`src/design/rabs_pkg.sv`:
```
// rabs_pkg: shared types and constants for the running-average background
// subtraction unit. No dependencies; used by scope in all but rabs_position.
package rabs_pkg;

  // Transaction payloads
  typedef struct packed {
    logic [7:0] chan0;
    logic [7:0] chan1;
    logic [7:0] chan2;
    logic       start_of_frame;
  } in_t;

  typedef struct packed {
    logic [7:0] bg_chan0;
    logic [7:0] bg_chan1;
    logic [7:0] bg_chan2;
    logic       foreground;
  } out_t;

  // Per-stage load enables for the channel lanes
  typedef struct packed {
    logic s2;
    logic s3;
    logic s4;
    logic s5;
  } pipe_en_t;

  // Configuration register indexes
  localparam int CFG_IDX_W = 2;
  localparam logic [CFG_IDX_W-1:0] CFG_ALPHA_Q12          = 2'd0;
  localparam logic [CFG_IDX_W-1:0] CFG_DISTANCE_THRESHOLD = 2'd1;
  localparam logic [CFG_IDX_W-1:0] CFG_FRAME_PIXELS       = 2'd2;
  localparam int CFG_DATA_W = 17;

  // Field widths
  localparam int NUM_CHAN  = 3;
  localparam int BG_W      = 20;              // Q8.12 per channel
  localparam int ALPHA_W   = 13;
  localparam int THRESH_W  = 9;
  localparam int LIM_W     = 19;              // (threshold+1)^2 <= 512^2
  localparam int SQ_W      = 16;
  localparam int SUM_W     = 18;
  localparam int FRAME_CFG_W = 17;

  // Constants
  localparam logic [ALPHA_W-1:0] ALPHA_ONE  = 13'd4096;
  localparam logic [ALPHA_W-1:0] ALPHA_RST  = 13'd410;
  localparam logic [LIM_W-1:0]   LIM_RST    = 19'd961;   // (30+1)^2
  localparam int                 FRAME_RST  = 65536;
  localparam logic [BG_W-1:0]    BG_MAX     = 20'd1044480; // 255 * 4096
  localparam logic [BG_W:0]      BG_HALF    = 21'd2048;
  localparam logic [8:0]         BYTE_MAX   = 9'd255;

endpackage

```
`src/design/rabs_lane.sv`:
```
// rabs_lane: one color channel of the update datapath: difference, alpha
// multiply, floor/clamp to Q8.12, byte rounding, squared distance. Uses rabs_pkg.
module rabs_lane (
  input  logic                              clk,
  input  rabs_pkg::pipe_en_t                en,
  input  logic [rabs_pkg::ALPHA_W-1:0]      alpha,
  input  logic [7:0]                        pix_in,
  input  logic [rabs_pkg::BG_W-1:0]         bg_in,
  output logic [rabs_pkg::BG_W-1:0]         nb,
  output logic [7:0]                        bg_byte,
  output logic [rabs_pkg::SQ_W-1:0]         dist_sq
);

  localparam int BG_W = rabs_pkg::BG_W;

  // stage 2
  logic [7:0]             pix2_r;
  logic [BG_W-1:0]        bg2_r;
  logic signed [BG_W:0]   diff2_r;
  logic signed [BG_W:0]   diff_nxt;
  // stage 3
  logic [7:0]             pix3_r;
  logic [BG_W-1:0]        bg3_r;
  logic signed [32:0]     prod3_r;
  logic signed [34:0]     prod_full;
  // writeback math
  logic signed [BG_W:0]   step;
  logic signed [BG_W+1:0] nb_sum;
  logic [BG_W:0]          rnd;
  logic [8:0]             b9;
  logic [7:0]             byte_nxt;
  // stage 4
  logic [7:0]             pix4_r;
  logic [7:0]             byte4_r;
  logic [7:0]             absd;
  // stage 5
  logic [7:0]             byte5_r;
  logic [rabs_pkg::SQ_W-1:0] sq5_r;

  assign diff_nxt  = $signed({1'b0, pix_in, 12'h000}) - $signed({1'b0, bg_in});
  assign prod_full = $signed({1'b0, alpha}) * diff2_r;

  // arithmetic shift gives floor for both signs
  assign step   = prod3_r[32:12];
  assign nb_sum = $signed({2'b00, bg3_r}) + $signed({step[BG_W], step});

  always_comb begin
    if (nb_sum[BG_W+1]) begin
      nb = '0;
    end else if (nb_sum[BG_W:0] > {1'b0, rabs_pkg::BG_MAX}) begin
      nb = rabs_pkg::BG_MAX;
    end else begin
      nb = nb_sum[BG_W-1:0];
    end
  end

  assign rnd      = {1'b0, nb} + rabs_pkg::BG_HALF;
  assign b9       = rnd[BG_W:12];
  assign byte_nxt = (b9 > rabs_pkg::BYTE_MAX) ? 8'hFF : b9[7:0];

  assign absd = (pix4_r >= byte4_r) ? (pix4_r - byte4_r) : (byte4_r - pix4_r);

  always_ff @(posedge clk) begin
    if (en.s2) begin
      pix2_r  <= pix_in;
      bg2_r   <= bg_in;
      diff2_r <= diff_nxt;
    end
    if (en.s3) begin
      pix3_r  <= pix2_r;
      bg3_r   <= bg2_r;
      prod3_r <= prod_full[32:0];
    end
    if (en.s4) begin
      pix4_r  <= pix3_r;
      byte4_r <= byte_nxt;
    end
    if (en.s5) begin
      byte5_r <= byte4_r;
      sq5_r   <= absd * absd;
    end
  end

  assign bg_byte = byte5_r;
  assign dist_sq = sq5_r;

endmodule
```
`config.mk`:
```
export PLATFORM = sky130hd
export DESIGN_NAME = rabs_lane
export DESIGN_NICKNAME = d
export VERILOG_FILES = /design/src/design/rabs_pkg.sv /design/src/design/rabs_lane.sv
export SDC_FILE = /design/constraint.sdc
export NUM_CORES = 1
export LEC_CHECK = 0
export ABC_AREA = 1
export BUFFER_PORTS_ARGS = -buffer_cell sky130_fd_sc_hd__buf_2
export CAP_MARGIN = 20
export CORE_MARGIN = 2
export CORE_UTILIZATION = 50
export CTS_CLUSTER_DIAMETER = 30
export CTS_CLUSTER_SIZE = 12
export DETAILED_ROUTE_END_ITERATION = 7
export PLACE_DENSITY_LB_ADDON = 0.1
export SKIP_LAST_GASP = 1
export SLEW_MARGIN = 20
export SYNTH_ARGS = -nofsm -noshare
export SYNTH_HDL_FRONTEND = slang
export SYNTH_SLANG_ARGS = --single-unit
```
`constraint.sdc`:
```
create_clock -name clk -period 10.85 [get_ports clk]
set_clock_uncertainty 0.1 [all_clocks]
set_input_delay 3.255 -clock clk [delete_from_list [all_inputs] [get_ports clk]]
set_output_delay 3.255 -clock clk [all_outputs]
set_load 0.01 [all_outputs]
```
**After elaboration in Yosys (flattened, before gate mapping)**

Cells that the tools add are included.

- Add/sub/neg operators: 5
- Multiply operators: 2
- Multiplexer cells: 3
- $lt $le $gt $ge: 3

Operator list:

| kind | count |
|---|---|
| $mux W20 | 2 |
| $mul A14 B21 Y33 | 1 |
| $add A21 B21 Y22 | 1 |
| $add A20 B12 Y21 const B | 1 |
| $gt A21 B20 Y1 const B | 1 |
| $sub A20 B20 Y21 | 1 |
| $mul A8 B8 Y16 | 1 |
| $sub A8 B8 Y8 | 2 |
| $gt A9 B8 Y1 const B | 1 |
| $ge A8 B8 Y1 | 1 |
| $mux W8 | 1 |

- Register bits: 150

**Depth between registers and ports, before layout**

- Word-level depth: 6
- Gate-level depth with buffers: 31
- Depth with buffers taken out: 31

**Worst setup path after synthesis**

No wires, ideal clock.

- Kind: in2reg
- From: in alpha[4] (netlist name)
- To: reg prod3_r[26] (data pin)
- Setup time: 258 ps
- Data arrival time: 8469 ps
- Cell stages on the path: 28
- Slack: 2023 ps
- Data required time: 10492 ps
- Buffers on the path: 1
- Path through: clkbuf_1 > nand2_1 > inv_1 > fa_1 > inv_1 > fa_1 > inv_1 > fa_1 > inv_1 > fa_1 > inv_1 > fa_1 > inv_1 > fa_1 > inv_1 > ha_1 > nand2_1 > nor2_1 > nand4_1 > o211ai_1 > nand2_1 > a21oi_2 > nand2_1 > nand2_1 > a21oi_1 > nor2_1 > nor2_1 > xnor2_1

- Word-level cells in the longest chain between the ends: 1

RTL lines:

| what | RTL line | source |
|---|---|---|
| from (decl) | rabs_lane.sv:6 | `input logic [rabs_pkg::ALPHA_W-1:0] alpha,` |
| $mul A14 B21 Y33 | rabs_lane.sv:41 | `assign prod_full = $signed({1'b0, alpha}) * diff2_r;` |
| net prod_full[26] | rabs_lane.sv:25 | `logic signed [34:0] prod_full;` |
| to (signal assigned) | rabs_lane.sv:72 | `prod3_r <= prod_full[32:0];` |
| to (decl) | rabs_lane.sv:24 | `logic signed [32:0] prod3_r;` |

The timed path passes the listed nets, and every way through them passes these cells.
A chain may end at the register's enable or synchronous reset.

**Worst setup path after layout**

- From: in alpha[3] (netlist name)
- To: reg prod3_r[30] (data pin)

Same word-level chain as after synthesis.

==> results.ini <==
[placed_design]
hpwl_mm=36.5
gp_congestion=0.882
port-buffer-count=88

[synthesis]
ys_seq_elements=136
syn-num-nets=2690
netlist-cell-type-count=50
synth_cells=2217
yosys_warnings=0
synth_flop_cell=edfxtp_1
async_flop_share=0
synthTopCellsByArea=fa_1 (29%), edfxtp_1 (22%), inv_1 (12%)
yosysTopAreaCellShare=0.291
ys_seq_area_frac=0.217
synth_area_um2=18800
synth_edf_count=136
synth_area_per_cell_um2=8.49
synth_largest_area_cell=fa_1

[worst_setup_path]
cp_slowest_cell=fa_1
endpoint_kind=flop
worstRegToRegCells=28
cp.required_ns=10.93
crit_fanout=21
arrival_ns=9.05
path_class=input port to flop
cp-start-kind=input port
max_stage_delay_ns=0.54

[global_route]
grt_max_degree=50
grt_pass1_wl_mm=71.6
grt_pass1_vias=14100
antenna_found_initial=2
grt.total_usage=0.236
gr-total-overflow=0

[flow_run]
maxCapViolCount=0

[clock_tree]
clk_pin_slew_ns=0.07
hold_buffers=0
cts_htree_levels=4
ctsLongestPathBuffers=2
cts_resized=0
cts.sink_count=136
root_buffer=clkbuf_16
cts_setup_buffers=0
insertion_delay_ns=0.43
cts_made_buffers=17
cts_tree=yes

[sta]
timing.fmax_mhz=111
tns_ns=0
worst_pin_slew_ns=0.752
setup_viol=0
rsz0062_at_grt=no
hold_violations=0
relSlewSlack=0.499
slew_viol_final=0
finalCriticalPeriod_ns=8.97
period_share=0.827

[outcome]
status=finished clean

[floorplanning]
die_w_um=198
fp-row-count=71
die-area_um2=39200
fp.dieH_um=198
pin_count=90
coreArea_um2=37400
initial_utilization=0.503

[drt]
drc_errors=0
drt_iter0_markers=709
wire_per_inst_um=15.6
drt_first_pass_iters=5
ant_nets=0
num_vias=13600
via_per_inst=4.87
drt_wl_total_mm=43.5

[finish]
area_growth_pct=7.32
final_net_count=2737
drive_above_1_share=0.0799

[worst_hold_path]
hold_class=flop to flop
min_path_cells=0

## layer usage
| layer | track usage | wire, µm |
|---|---|---|
| met5 | 0 | 0 |
| met4 | 0.0507 | 536 |
| met3 | 0.0266 | 1640 |
| met2 | 0.404 | 21000 |
| met1 | 0.326 | 20300 |
## sequential cells by signal (all words and copies together) (netlist names), 15 cells and up
signal / count
prod3_r: 21
bg3_r: 20
bg2_r: 20
dist_sq: 15
diff2_r: 20
## cell type report
class | instances | area [µm²]
flip-flops and latches | 136 | 4080
clock buffers | 18 | 429
well taps | 511 | 639
multi-input cells | 1391 | 12100
fillers | 3524 | 17200
repair buffers | 92 | 470
inverters | 626 | 2350
clock inverters | 14 | 125
diodes | 3 | 7.51
## synth_stat cells, types with 22 or more instances
master,n
xnor2_1,22
a21oi_1,84
o21ai_0,29
inv_1,616
nand3_1,45
clkbuf_1,49
nor2_1,107
xor2_1,52
nand2_1,494
ha_1,153
fa_1,274
edfxtp_1,136
## worst max-delay path: cells and delay by family
kind / cells / cell delay [ns]
AOI/OAI and AO/OA: 3 / 0.65
xor gates and xnor gates: 1 / 0.07
adders and majority gates: 7 / 3.37
buffers and inverters: 8 / 0.62
and+or+nand+nor: 10 / 1.09
## stage by stage
stage / hold WS, ns / area, µm² / cells / utilization / worst slack, ns
after floorplan: 0.300 / 18800 / 2217 / - / 2.02
after global placement: 0.301 / 19600 / 2756 / 0.525 / 1.48
after detailed placement: 0.305 / 19600 / 2756 / 0.525 / 1.43
after CTS: 0.319 / 20200 / 2788 / 0.540 / 1.87
after global routing: 0.321 / 20200 / 2789 / 0.540 / 1.47
final: 0.317 / 20200 / 2791 / 0.540 / 1.88
## cells in the final DEF (no fill, tap or decap), types with 45 or more instances in the layout
cell type,count
nor2_1,107
xor2_1,52
buf_2,88
nand3_1,45
inv_1,616
edfxtp_1,136
ha_1,153
a21oi_1,84
fa_1,274
nand2_1,494
## worst paths after layout
kind | startpoint | to | slack [ns]
setup / recovery | alpha[3] | prod3_r[30]$_DFFE_PP_ | 1.88
hold reg to reg | bg2_r[7]$_DFFE_PP_ | bg3_r[7]$_DFFE_PP_ | 0.32
setup reg to reg | pix4_r[0]$_DFFE_PP_ | dist_sq[15]$_DFFE_PP_ | 4.03
hold / removal | bg2_r[7]$_DFFE_PP_ | bg3_r[7]$_DFFE_PP_ | 0.32
## logic make-up (layout without fill, tap and decap cells)
logic type | count (synthesis) | in the layout | synth area share
and+or+nand+nor | 727 | 727 | 0.162
buffers and inverters | 690 | 750 | 0.141
adders and majority gates | 427 | 427 | 0.393
AOI/OAI and AO/OA | 157 | 157 | 0.0478
DFF | 136 | 136 | 0.217
xor gates and xnor gates | 78 | 78 | 0.0385
other | 1 | 4 | 0.000199
muxes | 1 | 1 | 0.000731
Power is not shown: default switching activity piles up to over one toggle a cycle in this logic, so the estimate is an artifact.
