File: config.mk
export PLATFORM = sky130hd
export DESIGN_NAME = rabs_position
export DESIGN_NICKNAME = d
export VERILOG_FILES = /design/src/design/rabs_position.sv
export SDC_FILE = /design/constraint.sdc
export NUM_CORES = 1
export LEC_CHECK = 0
export BUFFER_PORTS_ARGS = -buffer_cell sky130_fd_sc_hd__buf_4
export CORE_AREA = 2 2 85 87
export DETAILED_ROUTE_END_ITERATION = 8
export DIE_AREA = 0 0 87 89
export PLACE_DENSITY = 0.45
export RECOVER_POWER = 50
export SLEW_MARGIN = 10
export SYNTH_ARGS = -nofsm -noshare
export SYNTH_HDL_FRONTEND = slang
export SYNTH_SLANG_ARGS = --single-unit
File: constraint.sdc
create_clock -name clk -period 14.2 [get_ports clk]
set_input_delay 0.71 -clock clk [delete_from_list [all_inputs] [get_ports clk]]
set_output_delay 0.71 -clock clk [all_outputs]
set_load 0.005 [all_outputs]
File: src/design/rabs_position.sv
// rabs_position: pixel position counter with start-of-frame restart and
// wrap at the programmed frame length. Does not use rabs_pkg.
module rabs_position #(
  parameter int DEPTH = 65536
) (
  input  logic                                              clk,
  input  logic                                              rst_n,
  input  logic                                              sof,
  input  logic                                              take,
  input  logic [$clog2(DEPTH+1)-1:0]                         frame_len,
  output logic [((DEPTH > 1) ? $clog2(DEPTH) : 1)-1:0]       pos
);

  localparam int ADDR_W = (DEPTH > 1) ? $clog2(DEPTH) : 1;
  localparam int LEN_W  = $clog2(DEPTH + 1);

  logic [ADDR_W-1:0] cnt_r;
  logic [ADDR_W-1:0] cnt_nxt;
  logic [LEN_W-1:0]  pos_p1;

  // restart on frame start, or when the frame was shortened under us
  assign pos    = (sof || (LEN_W'(cnt_r) >= frame_len)) ? '0 : cnt_r;
  assign pos_p1 = LEN_W'(pos) + 1'b1;
  assign cnt_nxt = (pos_p1 >= frame_len) ? '0 : ADDR_W'(pos_p1);

  always_ff @(posedge clk) begin
    if (!rst_n) begin
      cnt_r <= '0;
    end else if (take) begin
      cnt_r <= cnt_nxt;
    end
  end

endmodule

# --- Word-level counts from Yosys, hierarchy flattened ---
# Index checks and enable logic that the tools add are counted.
totals:
  inputBits: 21
  ff_bits: 16
  output_inout_bits: 16
  elab_cells: 7
op_classes:
  magnitude_cmp: 2
  n_mux: 2
  n_reduce_logical: 1
  addsub: 1
ops:
  columns: ["op", "count"]
  rows:
  - ["16-bit 2-to-1 mux", 2]
  - ["16-bit by 1-bit adder with 17-bit output, second input constant", 1]
  - ["16-bit by 17-bit greater-or-equal comparator with 1-bit output", 1]
  - ["17-bit greater-or-equal comparator", 1]
  - ["1-bit logical OR", 1]

# --- Longest topological paths before layout ---
# Gate-level depths: netlist (run 1).
logic_depth:
  ltp_word: 6
  ltp_mapped: 23
  mapped_depth_nobuf: 21

# --- Worst setup path after synthesis (run 1) ---
# Ideal clock, no wire load.
synth_path:
  kind: "in2reg"
  from: "in frame_len[12]"
  to: "reg cnt_r[15]"
  slack_ps: 9024
  path_buffers: 2
  setup_ps: 120
  required_ps: 14080
  t_arrival_ps: 5056
  stages: 22
  path_cell_list: "inv_1 -> ha_1 -> a21oi_1 -> o21a_1 -> o211ai_1 -> o21ai_0 -> nand2_1 -> clkbuf_1 -> nor2_1 -> ha_1 -> nand4_1 -> nor2b_1 -> nand4_1 -> or2_2 -> a21oi_1 -> ha_1 -> nand4_1 -> or4_4 -> o221ai_4 -> buf_6 -> nor4_1 -> o31a_1"
synth_between:
  elab_chain_len: 6
synth_lines:
  columns: ["item", "line", "source"]
  rows:
  - ["from (decl)", "10", "input logic [$clog2(DEPTH+1)-1:0] frame_len,"]
  - ["16-bit by 17-bit greater-or-equal comparator with 1-bit output (*)", "22", "assign pos = (sof || (LEN_W'(cnt_r) >= frame_len)) ? '0 : cnt_r;"]
  - ["1-bit logical OR (*)", "22", null]
  - ["16-bit 2-to-1 mux (*)", "22", null]
  - ["named net pos (one bit)", "11", "output logic [((DEPTH > 1) ? $clog2(DEPTH) : 1)-1:0] pos"]
  - ["16-bit by 1-bit adder with 17-bit output (*)", "23", "assign pos_p1 = LEN_W'(pos) + 1'b1;"]
  - ["17-bit greater-or-equal comparator", "24", "assign cnt_nxt = (pos_p1 >= frame_len) ? '0 : ADDR_W'(pos_p1);"]
  - ["16-bit 2-to-1 mux (*)", "24", null]
  - ["to (signal assigned)", "30", "cnt_r <= cnt_nxt;"]
  - ["to (decl)", "17", "logic [ADDR_W-1:0] cnt_r;"]
# Mark *: on every way through the listed nets, which the timed path passes. The rest lies on a longest branch.
# A chain may end at the register's enable or synchronous reset.

# --- Worst setup path in the final report (run 1) ---
layout_path:
  from: "in frame_len[12]"
  to: "reg cnt_r[14]"
layout_between:
  elab_chain_len: 6
layout_lines:
  columns: ["item", "line"]
  rows:
  - ["16-bit by 17-bit greater-or-equal comparator with 1-bit output", "22"]
  - ["1-bit logical OR", "22"]
  - ["16-bit 2-to-1 mux", "22"]
  - ["16-bit by 1-bit adder with 17-bit output", "23"]
  - ["17-bit greater-or-equal comparator", "24"]
  - ["16-bit 2-to-1 mux (*)", "24"]
# Every way passes the cells marked *; elsewhere a longest branch is shown, timed or not.

==> impl_results.md, run 1 <==
- Outcome: finished clean
- Maximum clock frequency: 158 MHz
- Critical Path Fanout Max: 26
- Post-place setup slack: 7.63 ns
- # fillers: 732
- YS warnings: 0
- Via count: 2042
- Top_reg_cell synth: dfxtp_1
- Static leakage: 1.05 nW
- Register area share after synthesis: 15.9%
- Max Buffers Root-to-Sink: 2
- Reg2Reg Depth: 20
- Largest net degree at the start of global routing: 27
- Setup_tns: 0 ns
- Sequential cell area: 320 sq um
- Cell count after placement: 375
- Port bufs: 36
- Gp weighted congestion: 0.763
- Relative slew slack: 42.7%
- Clock sink count: 16
- Synthesis-stage register bit count: 16
- Fin. max-slew vios: 0
- Top cells by area, synth: ha_1 (21%), dfxtp_1 (16%), nor4_1 (5.9%), a21oi_1 (5.7%), inv_1 (4.5%)
- WHS Path Cells: 2
- Clock Latency Late Sink: 0.25 ns
- Uppermost layer routed: met4
- Worst setup margin: 7.87 ns
- CTS tree: done
- Syn Area/Cell: 7.49 sq um
- TritonCTS Buffers: 3
- Drt drc: 0
- Design area: 2390 sq um
- Final wirelength: 6010 um
- Yosys top cell by area: ha_1
- Count of boundary I/O pins: 37
- Nature of the critical path endpoint: flop
- Die area: 7740 sq um
- M1 wire length: 2930 um
- RSZ-0062 raised after global routing: no
- Area after DPL: 2340 sq um
- Worst vdd ir: 0.0219 mV
- Worst slew pin tran: 0.860 ns
- Worst Path Class, Setup: input port to flop
- Final core utilization: 35.6%
- CP required: 14.40 ns
- Hpwl dp: 4610 um
- Post-CTS setup buffer count: 0
- Post-synthesis cell area: 2020 sq um
- WL/cell: 15.9 um
- Layout cells sized above 1: 16.1%
- Tot GR Track Use: 16.5%
- Hold Vio Cnt, Final: 0
- Share of the synthesized area in the top cell type: 21.1%
- Via-to-Cell Ratio: 5.39
- Biggest register: cnt_r
- R2R Setup Slk: 8.03 ns
- Post-route ant nets: 0
- Net count after synthesis: 324
- Largest registers: cnt_r: 16 flops
- Reg-to-reg endpoint: cnt_r[14]
- Min-delay worst type: flop to flop
- Drt pass-1 iters: 4
- Met2 routed WL: 2890 um
- Met3 WL: 163 um
- Post-synth EDFFs: 0
- Initial antenna violation count: 0
- Max Cap Viol: 0
- Post-route insts no fill: 379
- WP data arrival: 6.52 ns
- Post-synth ARST share: 0%
- Clock slew at reported path FFs: 0.07 ns
- Gates resized, CTS repair: 0
- Net count reported at finish: 355
- Max reg flops: 16
- Critical Path Start Type: input port
- Multi-input logic area: 1550 sq um
- Clock skew: 0.000809 ns
- Layout Area Growth over Synthesis: 18.8%
- HP Start: cnt_r[0]
- Synth unique cells: 40
- Hold Path End: cnt_r[0]
- PwrDens: 45.0 nW/um^2
- Die Wd: 87 um
- Vias in the first global route: 2037
- H-tree lvl count: 1
- Core area: 6720 sq um
- FP Rows: 30
- Post-Synthesis Cells: 269
- Initial cell density of the core: 30.0%
- First-pass GRT wire length: 10000 um
- Min Tclk post-route: 6.33 ns
- Diodes inserted: 0
- CTS Root Cell: clkbuf_8
- Die Span Y: 89 um
- RR Startpoint: cnt_r[10]
- Part of the cycle the worst path needs: 44.5%
- CTS hold repair buffers: 0
- Grt total ovfl: 0
- Setup violators final: 0
- Drt initial violations: 121
[final cells by class]
type / instances / area share, %
Tap cell: 80 / 4.18
Inverter: 24 / 3.76
Sequential cell: 16 / 13.4
Clock buffer: 4 / 2.30
Multi-Input combinational cell: 217 / 64.6
Timing Repair Buffer: 38 / 11.8
[through the flow]
stage	total power, W	hold slack [ns]
2_1_floorplan	0.0000587	0.555
3_3_place_gp	0.0000679	0.647
3_5_place_dp	0.0000678	0.632
4_1_cts	0.000110	0.653
5_1_grt	0.000115	0.668
6_report	0.000108	0.644
[per-layer routing]
layer | track usage [%] | up-vias
met5 | 0 | -
met3 | 1.48 | 2
li1 | - | 1067
met4 | 3.98 | 0
met2 | 29.1 | 33
met1 | 21.6 | 940
[worst max path at each step]
stage / start / end / cells past startpoint
global route: frame_len[12] / cnt_r[14] / 22
detailed placement: frame_len[14] / cnt_r[14] / 22
global placement: frame_len[10] / cnt_r[14] / 22
finish: frame_len[12] / cnt_r[14] / 22
floorplan: frame_len[12] / cnt_r[15] / 22
CTS: frame_len[14] / cnt_r[14] / 22
[worst max-delay path, cell delays in order]
cell	delay, ns
clkbuf_4	0.10
inv_1	0.05
ha_1	0.32
nand4_1	0.16
nor3_1	0.09
a41oi_1	0.25
o21a_1	0.46
nand2_1	0.54
nor2_1	0.36
ha_1	0.25
nand4_1	0.22
nor2b_1	0.31
nand4_1	0.15
or2_2	0.31
a21oi_1	0.15
ha_1	0.28
nand4_1	0.12
nor2_1	0.05
a221oi_1	0.39
o221ai_4	0.39
a2111oi_0	0.66
o21a_1	0.17
[kinds of logic (layout without fill, tap and decap cells)]
kind of cell / Yosys count / in the layout / share of synthesized area, %
adders and majority gates: 34 / 34 / 21.1
AOI/OAI and AO/OA: 69 / 69 / 23.2
buffers and inverters: 36 / 66 / 7.32
xor gates and xnor gates: 1 / 1 / 0.435
and+or+nand+nor: 113 / 113 / 32.0
DFF: 16 / 16 / 15.9
[cell usage in the layout (no fill, tap or decap), types with 2 or more instances in the layout]
cell type	count
a2111oi_0	4
a211oi_1	2
a21o_1	2
a21oi_1	23
a31oi_1	3
and3_1	13
and4_1	2
buf_4	22
clkbuf_4	15
clkbuf_8	4
dfxtp_1	16
ha_1	34
inv_1	24
nand2_1	20
nand2b_1	3
nand3_1	5
nand4_1	7
nand4_2	2
nor2_1	11
nor2b_1	14
nor3_1	2
nor4_1	19
o21a_1	8
o21ai_0	10
o31a_1	10
or2_0	3
or2_2	3
or3_1	6
[cells in the mapped netlist, types with 6 or more instances]
master    number
a21oi_1       23
and3_1        13
clkbuf_1       9
dfxtp_1       16
ha_1          34
inv_1         24
nand2_1       20
nand4_1        7
nor2_1        11
nor2b_1       14
nor4_1        19
o21a_1         8
o21ai_0       10
o31a_1        10
or3_1          6
[power by group]
part	internal [W]	total (W)	switching (W)
clock	0.0000246	0.0000413	0.0000167
combinational	0.00000841	0.0000210	0.0000126
sequential	0.0000452	0.0000454	0.000000259
Note: power is estimated with default switching activity, not from simulation.
==> inputs of run 2 (changes only) <==
--- a/config.mk
+++ b/config.mk
@@ -9,7 +9,7 @@
 export CORE_AREA = 2 2 85 87
 export DETAILED_ROUTE_END_ITERATION = 8
 export DIE_AREA = 0 0 87 89
-export PLACE_DENSITY = 0.45
+export PLACE_DENSITY = 0.47
 export RECOVER_POWER = 50
 export SLEW_MARGIN = 10
 export SYNTH_ARGS = -nofsm -noshare
==> constraint.sdc (replaced) <==
create_clock -name clk -period 5.2 [get_ports clk]
set_input_delay 0.26 -clock clk [delete_from_list [all_inputs] [get_ports clk]]
set_output_delay 0.26 -clock clk [all_outputs]
set_load 0.005 [all_outputs]
==> run 2 against run 1 <==
Via count grew 5.6%. Sequential power grew to 2.7 times the previous value. Wire length up 4.0%. Cell area is 5.6% higher. Critical path depth shrank 2. Critical path type is now flop to flop. Setup slack got worse by 7.5 ns. Highest routed layer unchanged.
==> impl_results.md, run 2 (same netlist as run 1, synthesis figures left out) <==
- Count of boundary I/O pins: 37 (unchanged)
- Net count reported at finish: 375 (was 355)
- Post-route ant nets: 0 (unchanged)
- TritonCTS Buffers: 3 (unchanged)
- Diodes inserted: 0 (unchanged)
- Max reg flops: 16 (unchanged)
- Initial cell density of the core: 30.0% (unchanged)
- Most frequent CP cell: ha_1 (was nand4_1)
- Final Power: 0.000286 W (was 0.000108 W)
- Comb power frac: 21.4% (was 19.5%)
- Post-place setup slack: 0.205 ns (was 7.63 ns)
- Grt total ovfl: 0 (unchanged)
- Hold Vio Cnt, Final: 0 (unchanged)
- Worst slew pin tran: 0.861 ns (was 0.860 ns)
- CTS tree: done (unchanged)
- Commonest non-fill, non-tap cell in the layout: buf_4 (was ha_1)
- Core area: 6720 sq um (unchanged)
- Die Span Y: 89 um (unchanged)
- Sw Share: 29.9% (was 27.4%)
- Outcome: finished clean (unchanged)
- Gp weighted congestion: 0.877 (was 0.763)
- CP required: 5.40 ns (was 14.40 ns)
- Worst path slowest cell: a2111oi_1 (was a2111oi_0)
- Layout Area Growth over Synthesis: 25.5% (was 18.8%)
- Max Cap Viol: 0 (unchanged)
- # fillers: 702 (was 732)
- CTS Root Cell: clkbuf_8 (unchanged)
- Hpwl dp: 4860 um (was 4610 um)
- Clock sink count: 16 (unchanged)
- Clock skew: 0.00812 ns (was 0.000809 ns)
- R2R Setup Slk: 0.37 ns (was 8.03 ns)
- CTS hold repair buffers: 0 (unchanged)
- Final wirelength: 6260 um (was 6010 um)
- Maximum clock frequency: 207 MHz
- P_int: 0.000200 W (was 0.0000782 W)
- Die area: 7740 sq um (unchanged)
- Most frequent cells in the layout: buf_4 (43), ha_1 (34), inv_1 (24) (was ha_1 (34), inv_1 (24), a21oi_1 (23))
- WHS Path Cells: 2 (unchanged)
- Critical Path Fanout Max: 6 (was 26)
- Drt initial violations: 99 (was 121)
- Port bufs: 36 (unchanged)
- H-tree lvl count: 1 (unchanged)
- Setup_tns: 0 ns (unchanged)
- Worst vdd ir: 0.0658 mV (was 0.0219 mV)
- Die Wd: 87 um (unchanged)
- Setup violators final: 0 (unchanged)
- Cell family with most CP delay: compound AO/OA/AOI/OAI gates (unchanged)
- Min-delay worst type: input port to flop (was flop to flop)
- WP data arrival: 5.03 ns (was 6.52 ns)
- Critical path startpoint: cnt_r[5] (was frame_len[12])
- P_sw: 0.0000854 W (was 0.0000296 W)
- RR Startpoint: cnt_r[5] (was cnt_r[10])
- Largest registers: cnt_r: 16 flops (unchanged)
- Fin. max-slew vios: 0 (unchanged)
- Relative slew slack: 42.6% (was 42.7%)
- WL/cell: 15.7 um (was 15.9 um)
- Worst Path Class, Setup: flop to flop (was input port to flop)
- Max Buffers Root-to-Sink: 2 (unchanged)
- Via count: 2157 (was 2042)
- Layout cells sized above 1: 20.8% (was 16.1%)
- First-pass GRT wire length: 10200 um (was 10000 um)
- Drt pass-1 iters: 4 (unchanged)
- Initial antenna violation count: 0 (unchanged)
- FP Rows: 30 (unchanged)
- Nature of the critical path endpoint: flop (unchanged)
- RSZ-0062 raised after global routing: no (unchanged)
- CP max stage delay: 0.47 ns (was 0.66 ns)
- Clock share of power: 35.2% (was 38.4%)
- HP Start: rst_n (was cnt_r[0])
- Static leakage: 1.14 nW (was 1.05 nW)
- Final core utilization: 37.6% (was 35.6%)
- Vias in the first global route: 2057 (was 2037)
- Part of the cycle the worst path needs: 93.0%
- Drt drc: 0 (unchanged)
- Via-to-Cell Ratio: 5.42 (was 5.39)
- Worst setup margin: 0.366 ns (was 7.87 ns)
- Min Tclk post-route: 4.83 ns
- Tot GR Track Use: 16.8% (was 16.5%)
- Reg2Reg Depth: 20 (unchanged)
- Largest net degree at the start of global routing: 25 (was 27)
- CP Buf/Inv Count: 2 (unchanged)
- Biggest register: cnt_r (unchanged)
- Clock Latency Late Sink: 0.26 ns (was 0.25 ns)
- Sequential share of power: 43.4% (was 42.2%)
- PwrDens: 113 nW/um^2 (was 45.0 nW/um^2)
- Reg-to-reg endpoint: cnt_r[14] (unchanged)
- Critical path, cell by cell: ha_1 -> nand4_1 -> nor3_1 -> a41oi_1 -> o21a_1 -> nand2_1 -> nor2_1 -> ha_1 -> nand4_1 -> buf_4 -> or3_1 -> a21oi_1 -> ha_1 -> a21oi_1 -> o21ai_0 -> a221oi_2 -> o221ai_4 -> a2111oi_1 -> buf_4 -> o21a_1 (was clkbuf_4 -> inv_1 -> ha_1 -> nand4_1 -> nor3_1 -> a41oi_1 -> o21a_1 -> nand2_1 -> nor2_1 -> ha_1 -> nand4_1 -> nor2b_1 -> nand4_1 -> or2_2 -> a21oi_1 -> ha_1 -> nand4_1 -> nor2_1 -> a221oi_1 -> o221ai_4 -> a2111oi_0 -> o21a_1)
- Critical Path Start Type: flop (was input port)
- Clock slew at reported path FFs: 0.07 ns (about the same)
- Hold Path End: cnt_r[7] (was cnt_r[0])
## run 2: power groups by stage
stage | clock [W] | sequential (W) | combinational [W]
final | 0.000101 | 0.000124 | 0.0000612
after global placement | 0 | 0.000127 | 0.0000623
after floorplan | 0 | 0.000127 | 0.0000337
after detailed placement | 0 | 0.000127 | 0.0000624
after CTS | 0.000106 | 0.000124 | 0.0000625
after global routing | 0.000110 | 0.000124 | 0.0000690
## run 2: metal layers
metal	wire length, um	GRT usage, %	vias up
met5	0	0	-
met4	60	3.13	0
met3	344	2.68	6
met2	2910	28.9	57
met1	2940	22.3	984
li1	-	-	1110
## run 2: cell type report
cell class / count / area [sq um] / share of cell area [%]
Clock buffer: 3 / 41.3 / 1.63
Inverter: 24 / 90.1 / 3.56
Multi-Input combinational cell: 217 / 1560 / 61.6
Sequential cell: 16 / 323 / 12.8
Tap cell: 80 / 100 / 3.96
Timing Repair Buffer: 58 / 417 / 16.5
## run 2: worst max path at each step
| stage | to | cells after the start |
|---|---|---|
| final | cnt_r[14] | 20 |
| after global routing | cnt_r[5] | 20 |
| after CTS | cnt_r[14] | 22 |
| after detailed placement | cnt_r[14] | 22 |
| after global placement | cnt_r[14] | 22 |
| after floorplan | cnt_r[15] | 21 |
## run 2: what timing repair did
| action | CTS | global route |
|---|---|---|
| resized for setup | 0 | 6 |
| endpoints found under the setup margin | 0 | 16 |
| setup buffers | 0 | 1 |
| endpoints found under the hold margin | 0 | 0 |
## run 2: per-stage QoR
| stage | hold WS, ns | instance area (sq um) | cells |
|---|---|---|---|
| after CTS | 0.344 | 2530 | 397 |
| after global placement | 0.607 | 2490 | 394 |
| final | 0.343 | 2530 | 398 |
| after detailed placement | 0.624 | 2490 | 394 |
| after floorplan | 0.382 | 2020 | 269 |
| after global routing | 0.351 | 2530 | 398 |
